**src/rtl/pes_pkg.sv**
```systemverilog
// shared constants and beat types of the palette effect slots block
package pes_pkg;

    localparam int SLOTS       = 8;
    localparam int SLOT_W      = (SLOTS > 1) ? $clog2(SLOTS) : 1;
    localparam int MAX_RESULTS = 8;
    localparam int CNT_W       = $clog2(MAX_RESULTS + 1);

    localparam logic [2:0] OP_FADE    = 3'd0;
    localparam logic [2:0] OP_CYCLE   = 3'd1;
    localparam logic [2:0] OP_FLASH   = 3'd2;
    localparam logic [2:0] OP_TICK    = 3'd3;
    localparam logic [2:0] OP_STOP    = 3'd4;
    localparam logic [2:0] OP_STOPALL = 3'd5;
    localparam logic [2:0] OP_QUERY   = 3'd6;

    localparam logic [1:0] MODE_IDLE  = 2'd0;
    localparam logic [1:0] MODE_FADE  = 2'd1;
    localparam logic [1:0] MODE_CYCLE = 2'd2;
    localparam logic [1:0] MODE_FLASH = 2'd3;

    localparam logic [1:0] KIND_ACK    = 2'd0;
    localparam logic [1:0] KIND_WRITE  = 2'd1;
    localparam logic [1:0] KIND_STATUS = 2'd2;

    typedef struct packed {
        logic [2:0]  op;
        logic [1:0]  plane;
        logic [3:0]  palette_index;
        logic [47:0] palette_now;
        logic [47:0] palette_target;
        logic [7:0]  rate;
        logic [2:0]  slot_number;
    } in_t;

    typedef struct packed {
        logic [1:0]  kind;
        logic [2:0]  slot_out;
        logic        failed;
        logic [1:0]  plane_out;
        logic [3:0]  palette_index_out;
        logic [47:0] palette_out;
        logic        active;
        logic        last;
    } res_t;

    // classified command handed from the front to the back
    typedef struct packed {
        logic        start;
        logic        fail_zero;
        logic [1:0]  mode;
        logic        tick;
        logic        stop;
        logic        stopall;
        logic        query;
        logic [1:0]  plane;
        logic [3:0]  palette_index;
        logic [47:0] palette_now;
        logic [47:0] palette_target;
        logic [7:0]  rate;
        logic [7:0]  rate_eff;
        logic [2:0]  slot_number;
    } cmd_t;

    // one slot record of the slot memory
    typedef struct packed {
        logic [1:0]  plane;
        logic [3:0]  palette_number;
        logic [7:0]  rate;
        logic [7:0]  countdown;
        logic [7:0]  flash_left;
        logic [47:0] original;
        logic [47:0] goal;
        logic [47:0] current;
    } rec_t;

endpackage

```
**src/rtl/pes_front.sv**
```systemverilog
// front end: accepts input beats, classifies them and queues the commands
module pes_front (
    input  logic          clk,
    input  logic          rst_n,
    input  logic          push,
    output logic          full,
    input  pes_pkg::in_t  item,
    output logic          cmd_valid,
    output pes_pkg::cmd_t cmd,
    input  logic          cmd_pop
);
    import pes_pkg::*;

    cmd_t       q_reg [2];
    logic       wr_ptr_reg, wr_ptr_next;
    logic       rd_ptr_reg, rd_ptr_next;
    logic [1:0] count_reg, count_next;
    cmd_t       cls;
    logic       do_push, do_pop;

    always_comb
    begin
        cls                = '0;
        cls.start          = item.op inside {OP_FADE, OP_CYCLE, OP_FLASH};
        cls.fail_zero      = (item.op == OP_FLASH) && (item.rate == 8'd0);
        cls.tick           = (item.op == OP_TICK);
        cls.stop           = (item.op == OP_STOP);
        cls.stopall        = (item.op == OP_STOPALL);
        cls.query          = (item.op == OP_QUERY);
        cls.plane          = item.plane;
        cls.palette_index  = item.palette_index;
        cls.palette_now    = item.palette_now;
        cls.palette_target = item.palette_target;
        cls.rate           = item.rate;
        cls.rate_eff       = (item.rate == 8'd0) ? 8'd1 : item.rate;
        cls.slot_number    = item.slot_number;
        case (item.op)
            OP_FADE:  cls.mode = MODE_FADE;
            OP_CYCLE: cls.mode = MODE_CYCLE;
            OP_FLASH: cls.mode = MODE_FLASH;
            default:  cls.mode = MODE_IDLE;
        endcase
    end

    assign full      = (count_reg == 2'd2);
    assign cmd_valid = (count_reg != 2'd0);
    assign cmd       = q_reg[rd_ptr_reg];
    assign do_push   = push && !full;
    assign do_pop    = cmd_pop && cmd_valid;

    always_comb
    begin
        wr_ptr_next = do_push ? !wr_ptr_reg : wr_ptr_reg;
        rd_ptr_next = do_pop ? !rd_ptr_reg : rd_ptr_reg;
        count_next  = count_reg + {1'b0, do_push} - {1'b0, do_pop};
    end

    always_ff @(posedge clk or negedge rst_n)
    begin
        if (!rst_n)
        begin
            wr_ptr_reg <= 1'b0;
            rd_ptr_reg <= 1'b0;
            count_reg  <= 2'd0;
        end
        else
        begin
            wr_ptr_reg <= wr_ptr_next;
            rd_ptr_reg <= rd_ptr_next;
            count_reg  <= count_next;
        end
    end

    always_ff @(posedge clk)
    begin
        if (do_push)
        begin
            q_reg[wr_ptr_reg] <= cls;
        end
    end

endmodule

```
**src/rtl/pes_back.sv**
```systemverilog
// back end: slot sequencer with the slot memory, produces result beats
module pes_back (
    input  logic          clk,
    input  logic          rst_n,
    input  logic          cmd_valid,
    input  pes_pkg::cmd_t cmd,
    output logic          cmd_pop,
    input  logic          oq_full,
    output logic          oq_push,
    output pes_pkg::res_t oq_data
);
    import pes_pkg::*;

    localparam logic [2:0] S_IDLE  = 3'd0;
    localparam logic [2:0] S_CMD   = 3'd1;
    localparam logic [2:0] S_RD    = 3'd2;
    localparam logic [2:0] S_EX    = 3'd3;
    localparam logic [2:0] S_ACK   = 3'd4;
    localparam logic [2:0] S_FLUSH = 3'd5;

    localparam logic [SLOT_W-1:0] LAST_IDX = SLOT_W'(SLOTS - 1);

    logic [2:0]        state_reg, state_next;
    cmd_t              cmd_reg, cmd_next;
    logic [SLOT_W-1:0] idx_reg, idx_next;
    logic [SLOT_W-1:0] slot_reg, slot_next;
    res_t              pend_reg, pend_next;
    logic              pend_valid_reg, pend_valid_next;
    logic [CNT_W-1:0]  cnt_reg, cnt_next;
    logic [1:0]        mode_reg [SLOTS];
    logic [1:0]        mode_next [SLOTS];

    rec_t              mem [SLOTS];
    rec_t              rd_reg;
    logic              we, re;
    logic [SLOT_W-1:0] waddr, raddr;
    rec_t              wdata;

    logic              prod, flush, can, room, adv, walk;
    res_t              prod_res;
    logic              free_found;
    logic [SLOT_W-1:0] free_idx;
    logic [SLOT_W-1:0] sn_idx;
    logic              sn_ok;
    logic [47:0]       fade_p, cycle_p;
    logic              fade_done;
    logic [7:0]        cd_dec, fl_dec;
    rec_t              start_rec;
    logic [11:0]       flash_c;

    function automatic res_t mk_res(input logic [1:0] kind, input logic [SLOT_W-1:0] slot,
                                    input logic failed, input logic [1:0] plane,
                                    input logic [3:0] pal, input logic [47:0] colors,
                                    input logic active);
        res_t r;
        r                   = '0;
        r.kind              = kind;
        r.slot_out          = 3'(slot);
        r.failed            = failed;
        r.plane_out         = plane;
        r.palette_index_out = pal;
        r.palette_out       = colors;
        r.active            = active;
        return r;
    endfunction

    // lowest idle slot
    always_comb
    begin
        free_found = 1'b0;
        free_idx   = '0;
        for (int i = SLOTS - 1; i >= 0; i--)
        begin
            if (mode_reg[i] == MODE_IDLE)
            begin
                free_found = 1'b1;
                free_idx   = SLOT_W'(i);
            end
        end
    end

    // one channel step toward the goal on all twelve channels
    always_comb
    begin
        logic [3:0] a, b, n;
        fade_p    = '0;
        fade_done = 1'b1;
        for (int e = 0; e < 4; e++)
        begin
            for (int c = 0; c < 3; c++)
            begin
                a = rd_reg.current[12*e + 4*c +: 4];
                b = rd_reg.goal[12*e + 4*c +: 4];
                if (a < b)
                    n = a + 4'd1;
                else if (a > b)
                    n = a - 4'd1;
                else
                    n = a;
                fade_p[12*e + 4*c +: 4] = n;
                if (n != b)
                    fade_done = 1'b0;
            end
        end
    end

    // entry 1 takes 2, 2 takes 3, 3 takes old 1
    assign cycle_p = {rd_reg.current[23:12], rd_reg.current[47:36],
                      rd_reg.current[35:24], rd_reg.current[11:0]};
    assign cd_dec  = rd_reg.countdown - 8'd1;
    assign fl_dec  = rd_reg.flash_left - 8'd1;

    assign sn_idx  = SLOT_W'(cmd_reg.slot_number);
    assign sn_ok   = (int'(cmd_reg.slot_number) < SLOTS);
    assign walk    = cmd_reg.tick || cmd_reg.stopall;
    assign flash_c = cmd_reg.palette_target[11:0];

    always_comb
    begin
        start_rec                = '0;
        start_rec.plane          = cmd_reg.plane;
        start_rec.palette_number = cmd_reg.palette_index;
        start_rec.rate           = cmd_reg.rate_eff;
        start_rec.countdown      = (cmd_reg.mode == MODE_FADE) ? 8'd1 : cmd_reg.rate_eff;
        start_rec.flash_left     = cmd_reg.rate;
        start_rec.original       = cmd_reg.palette_now;
        start_rec.goal           = cmd_reg.palette_target;
        start_rec.current        = cmd_reg.palette_now;
    end

    assign room = (cnt_reg < CNT_W'(MAX_RESULTS));
    assign can  = !pend_valid_reg || !oq_full || !room;

    // sequencer
    always_comb
    begin
        state_next = state_reg;
        cmd_next   = cmd_reg;
        idx_next   = idx_reg;
        slot_next  = slot_reg;
        mode_next  = mode_reg;
        cmd_pop    = 1'b0;
        prod       = 1'b0;
        prod_res   = '0;
        flush      = 1'b0;
        adv        = 1'b0;
        we         = 1'b0;
        waddr      = idx_reg;
        wdata      = rd_reg;
        re         = 1'b0;
        raddr      = idx_reg;
        case (state_reg)
            S_IDLE:
            begin
                if (cmd_valid)
                begin
                    cmd_pop    = 1'b1;
                    cmd_next   = cmd;
                    state_next = S_CMD;
                end
            end
            S_CMD:
            begin
                if (cmd_reg.start)
                begin
                    prod = 1'b1;
                    if (!free_found || cmd_reg.fail_zero)
                    begin
                        prod_res = mk_res(KIND_ACK, '0, 1'b1, 2'd0, 4'd0, 48'd0, 1'b0);
                        if (can)
                            state_next = S_FLUSH;
                    end
                    else
                    begin
                        if (cmd_reg.mode == MODE_FLASH)
                            prod_res = mk_res(KIND_WRITE, free_idx, 1'b0, cmd_reg.plane,
                                              cmd_reg.palette_index,
                                              {flash_c, flash_c, flash_c, flash_c}, 1'b0);
                        else
                            prod_res = mk_res(KIND_ACK, free_idx, 1'b0, 2'd0, 4'd0,
                                              48'd0, 1'b0);
                        if (can)
                        begin
                            we                  = 1'b1;
                            waddr               = free_idx;
                            wdata               = start_rec;
                            mode_next[free_idx] = cmd_reg.mode;
                            slot_next           = free_idx;
                            state_next = (cmd_reg.mode == MODE_FLASH) ? S_ACK : S_FLUSH;
                        end
                    end
                end
                else if (walk)
                begin
                    idx_next   = '0;
                    state_next = S_RD;
                end
                else if (cmd_reg.stop)
                begin
                    if (sn_ok && mode_reg[sn_idx] != MODE_IDLE)
                    begin
                        idx_next   = sn_idx;
                        state_next = S_RD;
                    end
                    else
                        state_next = S_FLUSH;
                end
                else if (cmd_reg.query)
                begin
                    prod     = 1'b1;
                    prod_res = mk_res(KIND_STATUS, SLOT_W'(cmd_reg.slot_number), 1'b0,
                                      2'd0, 4'd0, 48'd0,
                                      sn_ok && (mode_reg[sn_idx] != MODE_IDLE));
                    prod_res.slot_out = cmd_reg.slot_number;
                    if (can)
                        state_next = S_FLUSH;
                end
                else
                    state_next = S_FLUSH;
            end
            S_RD:
            begin
                if (walk && mode_reg[idx_reg] == MODE_IDLE)
                    adv = 1'b1;
                else
                begin
                    re         = 1'b1;
                    state_next = S_EX;
                end
            end
            S_EX:
            begin
                if (cmd_reg.tick)
                begin
                    case (mode_reg[idx_reg])
                        MODE_FADE, MODE_CYCLE:
                        begin
                            if (cd_dec != 8'd0)
                            begin
                                we              = 1'b1;
                                wdata.countdown = cd_dec;
                                adv             = 1'b1;
                            end
                            else
                            begin
                                prod     = 1'b1;
                                prod_res = mk_res(KIND_WRITE, idx_reg, 1'b0, rd_reg.plane,
                                                  rd_reg.palette_number,
                                                  (mode_reg[idx_reg] == MODE_FADE) ?
                                                  fade_p : cycle_p, 1'b0);
                                if (can)
                                begin
                                    we              = 1'b1;
                                    wdata.countdown = rd_reg.rate;
                                    wdata.current   = prod_res.palette_out;
                                    if (mode_reg[idx_reg] == MODE_FADE && fade_done)
                                        mode_next[idx_reg] = MODE_IDLE;
                                    adv = 1'b1;
                                end
                            end
                        end
                        MODE_FLASH:
                        begin
                            if (fl_dec != 8'd0)
                            begin
                                we               = 1'b1;
                                wdata.flash_left = fl_dec;
                                adv              = 1'b1;
                            end
                            else
                            begin
                                prod     = 1'b1;
                                prod_res = mk_res(KIND_WRITE, idx_reg, 1'b0, rd_reg.plane,
                                                  rd_reg.palette_number, rd_reg.original,
                                                  1'b0);
                                if (can)
                                begin
                                    mode_next[idx_reg] = MODE_IDLE;
                                    adv                = 1'b1;
                                end
                            end
                        end
                        default:
                            adv = 1'b1;
                    endcase
                end
                else
                begin
                    // stop or stop-all: restore the original palette and free the slot
                    prod     = 1'b1;
                    prod_res = mk_res(KIND_WRITE, idx_reg, 1'b0, rd_reg.plane,
                                      rd_reg.palette_number, rd_reg.original, 1'b0);
                    if (can)
                    begin
                        mode_next[idx_reg] = MODE_IDLE;
                        adv                = 1'b1;
                    end
                end
            end
            S_ACK:
            begin
                prod     = 1'b1;
                prod_res = mk_res(KIND_ACK, slot_reg, 1'b0, 2'd0, 4'd0, 48'd0, 1'b0);
                if (can)
                    state_next = S_FLUSH;
            end
            S_FLUSH:
            begin
                flush = 1'b1;
                if (!pend_valid_reg || !oq_full)
                    state_next = S_IDLE;
            end
            default:
                state_next = S_IDLE;
        endcase

        if (adv)
        begin
            if (!walk || idx_reg == LAST_IDX)
                state_next = S_FLUSH;
            else
            begin
                idx_next   = idx_reg + 1'b1;
                state_next = S_RD;
            end
        end
    end

    // one result held back so the last one of a command can be marked
    always_comb
    begin
        pend_next       = pend_reg;
        pend_valid_next = pend_valid_reg;
        cnt_next        = cnt_reg;
        oq_push         = 1'b0;
        oq_data         = pend_reg;
        if (state_reg == S_IDLE)
            cnt_next = '0;
        if (prod && can && room)
        begin
            oq_push         = pend_valid_reg;
            pend_next       = prod_res;
            pend_valid_next = 1'b1;
            cnt_next        = cnt_reg + 1'b1;
        end
        if (flush && pend_valid_reg && !oq_full)
        begin
            oq_push         = 1'b1;
            oq_data.last    = 1'b1;
            pend_valid_next = 1'b0;
        end
    end

    always_ff @(posedge clk or negedge rst_n)
    begin
        if (!rst_n)
        begin
            state_reg      <= S_IDLE;
            pend_valid_reg <= 1'b0;
            cnt_reg        <= '0;
            idx_reg        <= '0;
            for (int i = 0; i < SLOTS; i++)
                mode_reg[i] <= MODE_IDLE;
        end
        else
        begin
            state_reg      <= state_next;
            pend_valid_reg <= pend_valid_next;
            cnt_reg        <= cnt_next;
            idx_reg        <= idx_next;
            mode_reg       <= mode_next;
        end
    end

    always_ff @(posedge clk)
    begin
        cmd_reg  <= cmd_next;
        slot_reg <= slot_next;
        pend_reg <= pend_next;
    end

    // slot memory, one write and one registered read per cycle
    always_ff @(posedge clk)
    begin
        if (we)
            mem[waddr] <= wdata;
        if (re)
            rd_reg <= mem[raddr];
    end

endmodule

```
**src/rtl/pes_out_queue.sv**
```systemverilog
// two-entry result queue in front of the result port
module pes_out_queue (
    input  logic          clk,
    input  logic          rst_n,
    input  logic          push,
    input  pes_pkg::res_t data,
    output logic          full,
    input  logic          pop,
    output logic          empty,
    output pes_pkg::res_t head
);
    import pes_pkg::*;

    res_t       q_reg [2];
    logic       wr_ptr_reg, rd_ptr_reg;
    logic [1:0] count_reg, count_next;
    logic       do_push, do_pop;

    assign full    = (count_reg == 2'd2);
    assign empty   = (count_reg == 2'd0);
    assign head    = q_reg[rd_ptr_reg];
    assign do_push = push && !full;
    assign do_pop  = pop && !empty;

    assign count_next = count_reg + {1'b0, do_push} - {1'b0, do_pop};

    always_ff @(posedge clk or negedge rst_n)
    begin
        if (!rst_n)
        begin
            wr_ptr_reg <= 1'b0;
            rd_ptr_reg <= 1'b0;
            count_reg  <= 2'd0;
        end
        else
        begin
            wr_ptr_reg <= wr_ptr_reg ^ do_push;
            rd_ptr_reg <= rd_ptr_reg ^ do_pop;
            count_reg  <= count_next;
        end
    end

    always_ff @(posedge clk)
    begin
        if (do_push)
            q_reg[wr_ptr_reg] <= data;
    end

endmodule

```
**src/rtl/palette_effect_slots.sv**
```systemverilog
// top level of the palette effect slots block
// A bank of eight effect slots that animate four-entry palettes of 12-bit
// colors; commands go in as queue beats (push/full) and palette writes,
// start acknowledgments and status answers come out as queue beats
// (empty/pop), the final beat of each command carrying last. A tick or a
// stop-all visits the slots one after another, and every busy slot is
// first read from the registered slot memory and then executed. Two
// command beats queue up in front of the sequencer and two result beats
// behind it, so either side may stall on its own.
module palette_effect_slots (
    input  logic          clk,
    input  logic          rst_n,
    input  logic          push,
    output logic          full,
    input  pes_pkg::in_t  item,
    output logic          empty,
    input  logic          pop,
    output pes_pkg::res_t result
);
    import pes_pkg::*;

    // front to back command hand-off
    logic cmd_valid;
    cmd_t cmd;
    logic cmd_pop;

    // back to result queue
    logic oq_push;
    res_t oq_data;
    logic oq_full;

    // accepts and classifies command beats
    pes_front u_front (
        .clk       (clk),
        .rst_n     (rst_n),
        .push      (push),
        .full      (full),
        .item      (item),
        .cmd_valid (cmd_valid),
        .cmd       (cmd),
        .cmd_pop   (cmd_pop)
    );

    // walks the slots and holds their state
    pes_back u_back (
        .clk       (clk),
        .rst_n     (rst_n),
        .cmd_valid (cmd_valid),
        .cmd       (cmd),
        .cmd_pop   (cmd_pop),
        .oq_full   (oq_full),
        .oq_push   (oq_push),
        .oq_data   (oq_data)
    );

    // result beats wait here for the consumer
    pes_out_queue u_out_queue (
        .clk   (clk),
        .rst_n (rst_n),
        .push  (oq_push),
        .data  (oq_data),
        .full  (oq_full),
        .pop   (pop),
        .empty (empty),
        .head  (result)
    );

endmodule

```
**config.mk**
```make
export PLATFORM = sky130hd
export DESIGN_NAME = palette_effect_slots
export DESIGN_NICKNAME = d
export VERILOG_FILES = /design/src/rtl/pes_pkg.sv /design/src/rtl/pes_front.sv /design/src/rtl/pes_back.sv /design/src/rtl/pes_out_queue.sv /design/src/rtl/palette_effect_slots.sv
export SDC_FILE = /design/constraint.sdc
export NUM_CORES = 2
export LEC_CHECK = 0
export BUFFER_PORTS_ARGS = -buffer_cell sky130_fd_sc_hd__buf_4
export CAP_MARGIN = 10
export CELL_PAD_IN_SITES_DETAIL_PLACEMENT = 1
export CELL_PAD_IN_SITES_GLOBAL_PLACEMENT = 2
export CORE_MARGIN = 2
export CORE_UTILIZATION = 40
export CTS_CLUSTER_DIAMETER = 80
export DETAILED_ROUTE_END_ITERATION = 10
export HOLD_SLACK_MARGIN = 0.06
export PLACE_DENSITY_LB_ADDON = 0.08
export SYNTH_ARGS = -nofsm -noshare
export SYNTH_HDL_FRONTEND = slang
export SYNTH_SLANG_ARGS = --single-unit
export TNS_END_PERCENT = 20
```
**constraint.sdc**
```tcl
create_clock -name clk -period 13.8 [get_ports clk]
set_input_delay 0 -clock clk [delete_from_list [all_inputs] [get_ports clk]]
set_output_delay 0 -clock clk [all_outputs]
set_load 0.01 [all_outputs]
```
After elaboration in Yosys (flattened, before gate mapping)
Memory sizes are Yosys's and may differ from the RTL's. A register that Yosys moved wholly into a read port is not among the register bits.
Cells that the tools add are included.

word-level totals
  flip-flop bits (word level) = 100
  RAM bits = 1774
  output and inout bits = 64
  input port bits = 120
  memories kept = 3

memory list
  memory             depth  bits a word  read ports  clocked after Yosys merged registers in  wr ports  line                 source
  u_back.mem         8      174          1           1                                        1         pes_back.sv:33       rec_t mem [SLOTS];
  u_front.q_reg      2      129          1           1                                        1         pes_front.sv:14      cmd_t q_reg [2];
  u_out_queue.q_reg  2      62           1           0                                        1         pes_out_queue.sv:14  res_t q_reg [2];

operators by class
  mux-type cells = 172
  equality and inequality tests = 44
  reductions and logical operators = 53
  add/subtract/negate cells = 32
  $lt $le $gt $ge = 30
  bitwise gates (word level) = 8

operator list
  kind                 count
  $mux 174             3
  $mux 62              6
  $mux 48              5
  $pmux 62 s3          1
  $mux 61              3
  $mux 16              10
  $pmux 62 s2          1
  $mux 4               26
  $mux 3               32
  $mux 96              1
  $pmux 16 s2          3
  $pmux 48 s2          1
  $mux 8               7
  $mux 1               53
  $add 4x1->4 const B  13
  $gt 4x4->1           12
  $lt 4x4->1           12
  $ne 4x4->1           12
  $sub 4x1->4 const B  12
  $logic_not 2->1      10
  $ne 4x4->1 const B   5
  $eq 3x3->1 const B   6
  $pmux 3 s6           1
  $and 16x16->16       1
  other kinds (41)     103

Longest topological paths before layout
  depth after elaboration = 23
  gate-level depth with buffers = 19

Hierarchy
From an unflattened synthesis, not the netlist that was laid out.

unflattened totals
  cell total of the unflattened synthesis = 5179
  area total of the unflattened synthesis = 85017.8 um^2

by module, submodules not included
  module         area each (um^2)  cells an instance  times used  seq. area each (um^2)
  pes_back       70372.5           4526               1           53496.3
  pes_front      9651.8            440                1           7847.5
  pes_out_queue  4993.5            213                1           3823.7

Worst setup path before layout
OpenSTA, ideal clock, no wires.

  kind = flip-flop to flip-flop
  from = register u_back.idx_reg[2]
  to = register u_back.cycle_p[0] (netlist name)
  data required time = 13.070 ns
  path buffers = 2
  setup slack = 3.358 ns
  library setup time = 0.730 ns
  stages on the path, launching flop included = 10
  arrival = 9.712 ns
  path through = dfrtp_1 clkbuf_1 inv_1 nor3_1 clkbuf_1 a22oi_1 and4_1 ha_1 a21oi_1 nor2b_1

on the way
  cells in the longest elaborated chain, start to end = 8

RTL lines
  item                                       line             source
  start: declaration                         pes_back.sv:25   logic [SLOT_W-1:0] idx_reg, idx_next;
  start signal: assignment                   pes_back.sv:370  idx_reg <= idx_next;
  $not 3->4 (not written as such)            pes_back.sv:223  if (walk && mode_reg[idx_reg] == MODE_IDLE)
  $bmux 2 s3                                 pes_back.sv:223
  $mux 2 (not written as such) (2 in a row)  pes_back.sv:223
  $logic_not 2->1                            pes_back.sv:223
  $logic_and 1x1->1                          pes_back.sv:223
  $mux 1                                     pes_back.sv:223
  $mux 1                                     pes_back.sv:152  case (state_reg)
  via u_back.re                              pes_back.sv:35   logic we, re;

The timed path passes the listed nets, and every way through them passes these cells. The select of a mux whose other input is x is not followed.
A chain may end at the register's enable or synchronous reset.

Final worst setup path
  from = register u_back.idx_reg[0]
  to = memory u_back.mem[5][34] (netlist name), enable pin

on the way
  cells in the longest elaborated chain, start to end = 11
  elaborated cells on any way between the ends = 17

RTL lines
  item                                             line             source
  $not 3->4 (not written as such)                  pes_back.sv:235  case (mode_reg[idx_reg])
  $bmux 2 s3                                       pes_back.sv:235
  $mux 2 (not written as such) (2 in a row)        pes_back.sv:235
  $eq 2x2->1 / $eq 2x1->1 (equally long branches)  pes_back.sv:235
  $reduce_or 2->1                                  pes_back.sv:235
  $pmux 1 s2                                       pes_back.sv:235
  $mux 1                                           pes_back.sv:233  if (cmd_reg.tick)
  $pmux 1 s2                                       pes_back.sv:152
  $mux 1                                           pes_back.sv:385  if (we)
  $mux 1 (not written as such)                     pes_back.sv:386  mem[waddr] <= wdata;
  end: declaration                                 pes_back.sv:33

Several ways; a longest one is shown, not always the timed one. The select of a mux whose other input is x is not followed.

==> impl_metrics.yaml <==
pwr:
  leakage_nw: 32.6
  power.density_nw_per_um2: 229
  peakVddDrop_uv: 182
synthesis:
  syn_area_per_cell_um2: 16.3
  yosysSeqAreaShare_pct: 76.9
  yosysWarnings: 0
  synth.distinct_cells: 81
  synthTopCellsByArea: "edfxtp_1 (76%), a22oi_1 (6.7%), mux2_2 (2.7%), nand2_1 (2.0%), nand4_1 (1.4%)"
  netlist_instances: 5211
  synth_area_leader_cell: "edfxtp_1"
  ys_ff_latch: 2176
  synth_area_um2: 84800
  yosysMostFrequentCell: "edfxtp_1"
  yosysTopAreaCellShare_pct: 75.9
  synth_fp_nets: 5420
  netlist_top_cells_count: "edfxtp_1 (2141), a22oi_1 (759), nand2_1 (441)"
  synth-edff-count: 2141
  synth_ff_type: "edfxtp_1"
  ys_async_sr_fraction_pct: 1.61
placed_design:
  post-dp-hpwl_mm: 168
  place_ws_ns: 7.05
  place_congestion: 0.826
  portBuffers: 183
  dp_cells: 8003
hold_path:
  hp-class: "primary input to flop"
sta:
  rsz0062_at_grt: "false"
  fin_worst_skew_ns: 0.0397
  setup-violations-final: 0
  tightest_slew_ns: 1.15
  whs_ns: 0.146
  fin_setup_tns_ns: 0
  relSlewSlack_pct: 22.8
  setup_slack_ns: 7.06
  fin_crit_ns: 6.74
  finalHoldViolations: 0
  finalCritPeriodShare_pct: 48.9
  drv_slew: 0
  max_freq_ghz: 0.148
critical_path:
  crit_chain: "and3_4, buf_12, a22oi_1, and4_1, ha_1, a22o_1, a31oi_1, nor2_4, buf_4, buf_4, buf_4"
  cp.arrival_ns: 7.23
  crit_path_end_kind: "flop"
  r2r_start: "u_back.idx_reg[0]"
  required_ns: 14.29
  cp-start-kind: "flop"
  r2r_slack_ns: 7.06
  worstSetupPathType: "flop to flop"
  cp_common_cell: "buf_4"
  reg2reg_depth: 11
  max_stage_delay_ns: 0.79
  cp_max_fo: 100
  reg2reg_to: "u_back.mem[5][34]"
  critPathCapture: "u_back.mem[5][34]"
  slowest_stage: "dfrtp_1"
  startpoint: "u_back.idx_reg[0]"
detailed_routing:
  drt_wl_total_mm: 277
  final_antenna_net_count: 0
  via_per_inst: 5.77
  drt_iter0_drc: 4364
  drt-pass1-iter-count: 6
  wire_per_inst_um: 32.0
  vias: 50000
  drc: 0
floorplanning:
  start_util_pct: 40.3
  coreArea_um2: 210000
  dieWidth_um: 464
  die_h_um: 464
  die-area_um2: 216000
  ios: 184
  num_rows: 168
cts:
  clk_pin_slew_worst_paths_ns: 0.06
  clock_insertion_delay_worst_skew_ns: 0.89
  cts_max_path_buffers: 3
  post_cts_buffers: 0
  cts_htree_levels: 4
  cts_buffers: 230
  cts.sinks: 2176
  cts_tree: "yes"
  cts_root_buf: "clkbuf_16"
finish:
  areaGrowthSynthToFinish_pct: 17.3
  final_cells: 8667
  fillers: 19900
  largest_reg_flops: 1392
  fin_nets: 5881
  drive_gt1_share_pct: 14.5
  fin_util_pct: 47.3
grt:
  gr-total-overflow: 0
  grt_pass1_vias: 52000
  antenna_found_initial: 12
  grt_max_degree: 123
  grtUsageTotal_pct: 25.5
  grt_pass1_wl_mm: 395
status:
  status: "completed"
flow_run:
  maxCapViolCount: 0
==> cell families after synthesis <==
group	count (synthesis)	synth area share [%]
fa+ha+maj	89	1.31
simple gates	969	5.46
mux	250	3.27
flops	2176	76.9
xor+xnor	103	1.24
compound gates	1229	10.1
buf+inv	395	1.77
==> what timing repair did <==
item	CTS	global route
hold buffers	241	0
endpoints found under the setup margin	0	0
gates resized for setup	0	0
endpoints found under the hold margin	342	0
==> worst min path at each step <==
stage	endpoint	startpoint	slack, ns	depth (start not counted)
after global routing	u_out_queue.rd_ptr_reg	pop	0.11	4
final	u_out_queue.rd_ptr_reg	pop	0.15	4
after detailed placement	u_back.idx_reg[1]	rst_n	0.04	1
after CTS	u_front.q_reg[1][124]	item[114]	0.07	4
after global placement	u_back.idx_reg[1]	rst_n	0.04	1
after floorplan	u_back.cnt_reg[0]	rst_n	-0.30	0
==> critical path: cells and delay by family (launching register included) <==
family | cells | cell delay (ns)
AOI/OAI and AO/OA | 3 | 0.74
adders and majority gates | 1 | 0.36
buffers and inverters | 4 | 2.72
DFF | 1 | 0.79
and+or+nand+nor | 3 | 1.36
==> layout by cell type (no fill, tap or decap), types with 8 or more instances in the layout <==
cell and instances:
mux2_2 204, nand2b_1 14, nor4_1 9, edfxtp_1 2141, nand4_1 196, bufinv_16 22, nand2_1 439, nor3_1 33
clkinv_2 24, nand3_1 42, and2_1 14, dfrtp_1 33, a22oi_1 759, a21oi_1 135, xor2_1 20, a31oi_1 30
ha_1 86, or3_1 9, clkbuf_16 230, xnor3_1 11, clkbuf_1 59, mux2i_1 45, dlygate4sd3_1 240, buf_4 280
a22o_1 14, clkinv_1 56, o21ai_0 146, o211ai_1 32, and3_1 14, nor2_1 122, o22ai_1 34, nor2b_1 11
nor2_4 12, inv_1 91, a221oi_1 8, xnor2_1 72
==> metal layers <==
metal | wire, um | up-vias | GRT usage, % | part of all wire [%]
met4 | 8020 | 0 | 7.38 | 2.9
met2 | 140000 | 1300 | 43.9 | 50
li1 | - | 21800 | - | -
met5 | 0 | - | 0 | 0
met1 | 118000 | 26600 | 34.0 | 43
met3 | 11200 | 339 | 3.03 | 4.0
==> metrics by stage <==
stage               power [mW]  cell area, um2
finish                    22.8           99400
global route              23.7           99400
CTS                       22.9           99400
detailed placement        16.8           89500
global placement          16.6           89500
floorplan                 13.7           84800
==> final cells by class <==
cell class | count | area [um2] | area share, %
Inverter | 95 | 362 | 0.364
Antenna cell | 3 | 7.51 | 0.00755
Clock inverter | 129 | 1420 | 1.42
Clock buffer | 290 | 5990 | 6.03
Multi-Input combinational cell | 2640 | 18300 | 18.4
Timing Repair Buffer | 529 | 4680 | 4.71
Tap cell | 2805 | 3510 | 3.53
Sequential cell | 2176 | 65200 | 65.6
==> where the power goes <==
group / internal (mW) / switching [mW]
logic: 1.84 / 4.58
clock network: 3.48 / 2.64
registers: 9.43 / 0.789
Note: power is estimated with default switching activity, not from simulation.
